$ cat config.mk
export PLATFORM = sky130hd
export DESIGN_NAME = ichi_ram
export DESIGN_NICKNAME = d
export VERILOG_FILES = /design/src/rtl/core/ichi_ram.sv
export SDC_FILE = /design/constraint.sdc
export NUM_CORES = 2
export LEC_CHECK = 0
export ABC_AREA = 1
export BUFFER_PORTS_ARGS = -buffer_cell sky130_fd_sc_hd__buf_2
export CORE_ASPECT_RATIO = 1.1
export CORE_MARGIN = 2
export CORE_UTILIZATION = 40
export CTS_CLUSTER_SIZE = 10
export DETAILED_ROUTE_END_ITERATION = 16
export GPL_TIMING_DRIVEN = 0
export HOLD_SLACK_MARGIN = 0.06
export PLACE_DENSITY_LB_ADDON = 0.15
export SYNTH_ARGS = -nofsm -noshare
export SYNTH_HDL_FRONTEND = slang
export SYNTH_SLANG_ARGS = --single-unit
$ cat constraint.sdc
create_clock -name clk -period 6.05 [get_ports clk]
set_clock_uncertainty 0.1 [all_clocks]
set_input_delay 0.605 -clock clk [delete_from_list [all_inputs] [get_ports clk]]
set_output_delay 0.605 -clock clk [all_outputs]
set_load 0.01 [all_outputs]
$ cat src/rtl/core/ichi_ram.sv
// Generic simple dual-port RAM: one write port, one read port, registered read.
// No dependencies.
module ichi_ram #(
	parameter int WIDTH = 32,
	parameter int DEPTH = 64
) (
	input  logic                     clk,
	input  logic                     we,
	input  logic [$clog2(DEPTH)-1:0] waddr,
	input  logic [WIDTH-1:0]         wdata,
	input  logic                     re,
	input  logic [$clog2(DEPTH)-1:0] raddr,
	output logic [WIDTH-1:0]         rdata
);

	logic [WIDTH-1:0] mem [DEPTH];

	always_ff @(posedge clk) begin
		if (we) begin
			mem[waddr] <= wdata;
		end
		if (re) begin
			rdata <= mem[raddr];
		end
	end

endmodule

==> flow_summary.json <==
{
  "wl_per_cell_um": 34.3,
  "power_frac_clock": 0.401,
  "sw_frac_of_total": 0.243,
  "post_cts_resized": 0,
  "grt_setup_unrepaired": "no",
  "cts.sinks": 2080,
  "synthTopCellsByArea": "edfxtp_1 75%, nand3_1 11%, nand2_1 10%",
  "drtIter0Drc": 9035,
  "outcome": "complete, no violations",
  "placed_area_mm2": 0.0900,
  "n_fill_cell": 18400,
  "grt_start_max_net_pins": 65,
  "antenna_found_initial": 25,
  "clk_path_buf_depth": 3,
  "synth_top_area_cell": "edfxtp_1",
  "totalPowerFinal_mw": 30.7,
  "htreeDepth": 4,
  "period_minus_slack_ns": 3.66,
  "drt_first_pass_iters": 6,
  "power.net_switching_mw": 7.45,
  "drt-total-wl_um": 344000,
  "num_rows": 175,
  "nNetsFinal": 7288,
  "p_per_area_mw_per_mm2": 319,
  "area_growth_pct": 15.9,
  "cp-end-kind": "register",
  "p_int_mw": 23.3,
  "die_width_um": 438,
  "whs_ns": 0.107,
  "synth_top_area_frac": 0.752,
  "peakVddDrop_uv": 329,
  "syn-num-nets": 6816,
  "setup_viol": 0,
  "maxSlewHeadroom": 0.0444,
  "synth.avg_cell_area_um2": 12.3,
  "p_comb_frac": 0.078,
  "tightest_slew_ns": 1.43,
  "ys_ff_latch": 2080,
  "cp.required_ns": 6.53,
  "dp_hpwl_um": 237000,
  "cts_buffers": 228,
  "grt.met1_usage": 0.410,
  "grt_use_total": 0.322,
  "fin_cells": 10000,
  "use_met2": 0.503,
  "crit_type": "in2reg",
  "maxCapViolations": 0,
  "design_area_mm2": 0.0963,
  "boundaryPins": 79,
  "final_common_cell": "nand2_1",
  "ys_warn_count": 0,
  "final_max_slew_viol_count": 0,
  "root_buffer": "clkbuf_16",
  "max_freq_ghz": 0.273,
  "path_clk_slew_ns": 0.06,
  "holdCritPathClass": "in2reg",
  "holdBufCountCts": 6,
  "vias": 59500,
  "drive_gt1_frac": 0.121,
  "ant_nets": 0,
  "grt_pass1_vias": 55100,
  "critPathLaunchType": "primary input",
  "initial_core_util": 0.402,
  "grtUsageMet3": 0.0754,
  "most-common-layout-cells": "2248 x nand2_1, 2080 x edfxtp_1, 1907 x nand3_1",
  "drcViolationCount": 0,
  "yosysUniqueCellTypes": 15,
  "die_y_um": 482,
  "gp_congestion": 0.981,
  "core_mm2": 0.206,
  "seqPwrFrac": 0.522,
  "overflow": 0,
  "utilization": 0.466,
  "synth_seq_area_share": 0.752,
  "busiest_layer": "met2",
  "grt_first_pass_wirelength_um": 463000,
  "cts_tree": "built",
  "clk_latency_ns": 0.90,
  "cts_setup_buffers": 0,
  "placed_cells": 9748,
  "cp_max_fo": 10,
  "port_buffers": 70,
  "syn_area_mm2": 0.0831,
  "vias_per_cell": 5.93,
  "p_leak_nw": 34.0,
  "timing.final.crit_share": 0.604,
  "synthCells": 6769,
  "crit_arrival_ns": 4.14,
  "hold_viol": 0,
  "die-area_mm2": 0.211
}
==> kinds of logic (layout without fill, tap and decap cells) <==
kind of cell  Yosys count  in the layout  synth area share
buf+inv               461            972            0.0277
flops                2080           2080             0.752
other cells             0             16                 0
simple gates         4228           4228             0.220
==> cells in the mapped netlist (all sizes together) <==
library cell  count
buf             372
clkbuf           77
nand2          2248
edfxtp         2080
nand3          1907
nor2             56
nand4             9
nor4              8
inv              12
==> stage by stage <==
| step | worst slack, ns | TNS (ns) |
|---|---|---|
| floorplan | 1.22 | 0 |
| global placement | -6.47 | -1841.22 |
| detailed placement | 1.75 | 0 |
| CTS | 2.68 | 0 |
| global route | 2.66 | 0 |
| finish | 2.39 | 0 |
==> area by class of cell <==
cell class | count | area (um2) | share of cell area
Clock buffer | 255 | 5890 | 0.0612
Buffer | 449 | 2260 | 0.0234
Antenna cell | 16 | 40.0 | 0.000416
Tap cell | 2743 | 3430 | 0.0356
Multi-Input combinational cell | 4228 | 18800 | 0.195
Inverter | 12 | 47.5 | 0.000494
Timing Repair Buffer | 242 | 3150 | 0.0327
Clock inverter | 14 | 231 | 0.00240
Sequential cell | 2080 | 62500 | 0.649
==> path summary, 6_finish.rpt <==
path                 endpoint        start  slack (ns)  depth (start not counted)
setup / recovery    rdata[25]     raddr[3]        2.39                          8
hold / removal    mem[23][16]    wdata[16]        0.11                          1
setup reg to reg    rdata[15]  mem[53][15]        3.60                          8
hold reg to reg      rdata[2]   mem[37][2]        0.84                          8
==> sequential cells by signal, indices dropped and copies added (netlist names) <==
signal,cells
mem,2048
rdata,32
==> power groups by stage <==
stage | clock network [mW] | logic [mW] | registers [mW]
5_1_grt | 12.9 | 2.46 | 16.0
6_report | 12.3 | 2.38 | 16.0
3_3_place_gp | 0 | 2.21 | 16.3
3_5_place_dp | 0 | 2.30 | 16.3
2_1_floorplan | 0 | 0.980 | 16.3
4_1_cts | 12.3 | 2.31 | 16.0
==> worst max-delay path, cell delays in order <==
cell      delay [ns]
buf_2           0.24
clkbuf_2        0.81
clkbuf_1        1.10
nand3_1         0.52
nand3_1         0.36
nand2_1         0.10
nand2_1         0.15
nand2_1         0.21
==> per-layer routing <==
layer | up-vias | wire [um]
met4 | 4 | 23200
met2 | 3996 | 156000
met1 | 29600 | 126000
met3 | 830 | 38500
met5 | - | 23
li1 | 25000 | -
(Power assumes the default switching activity.)
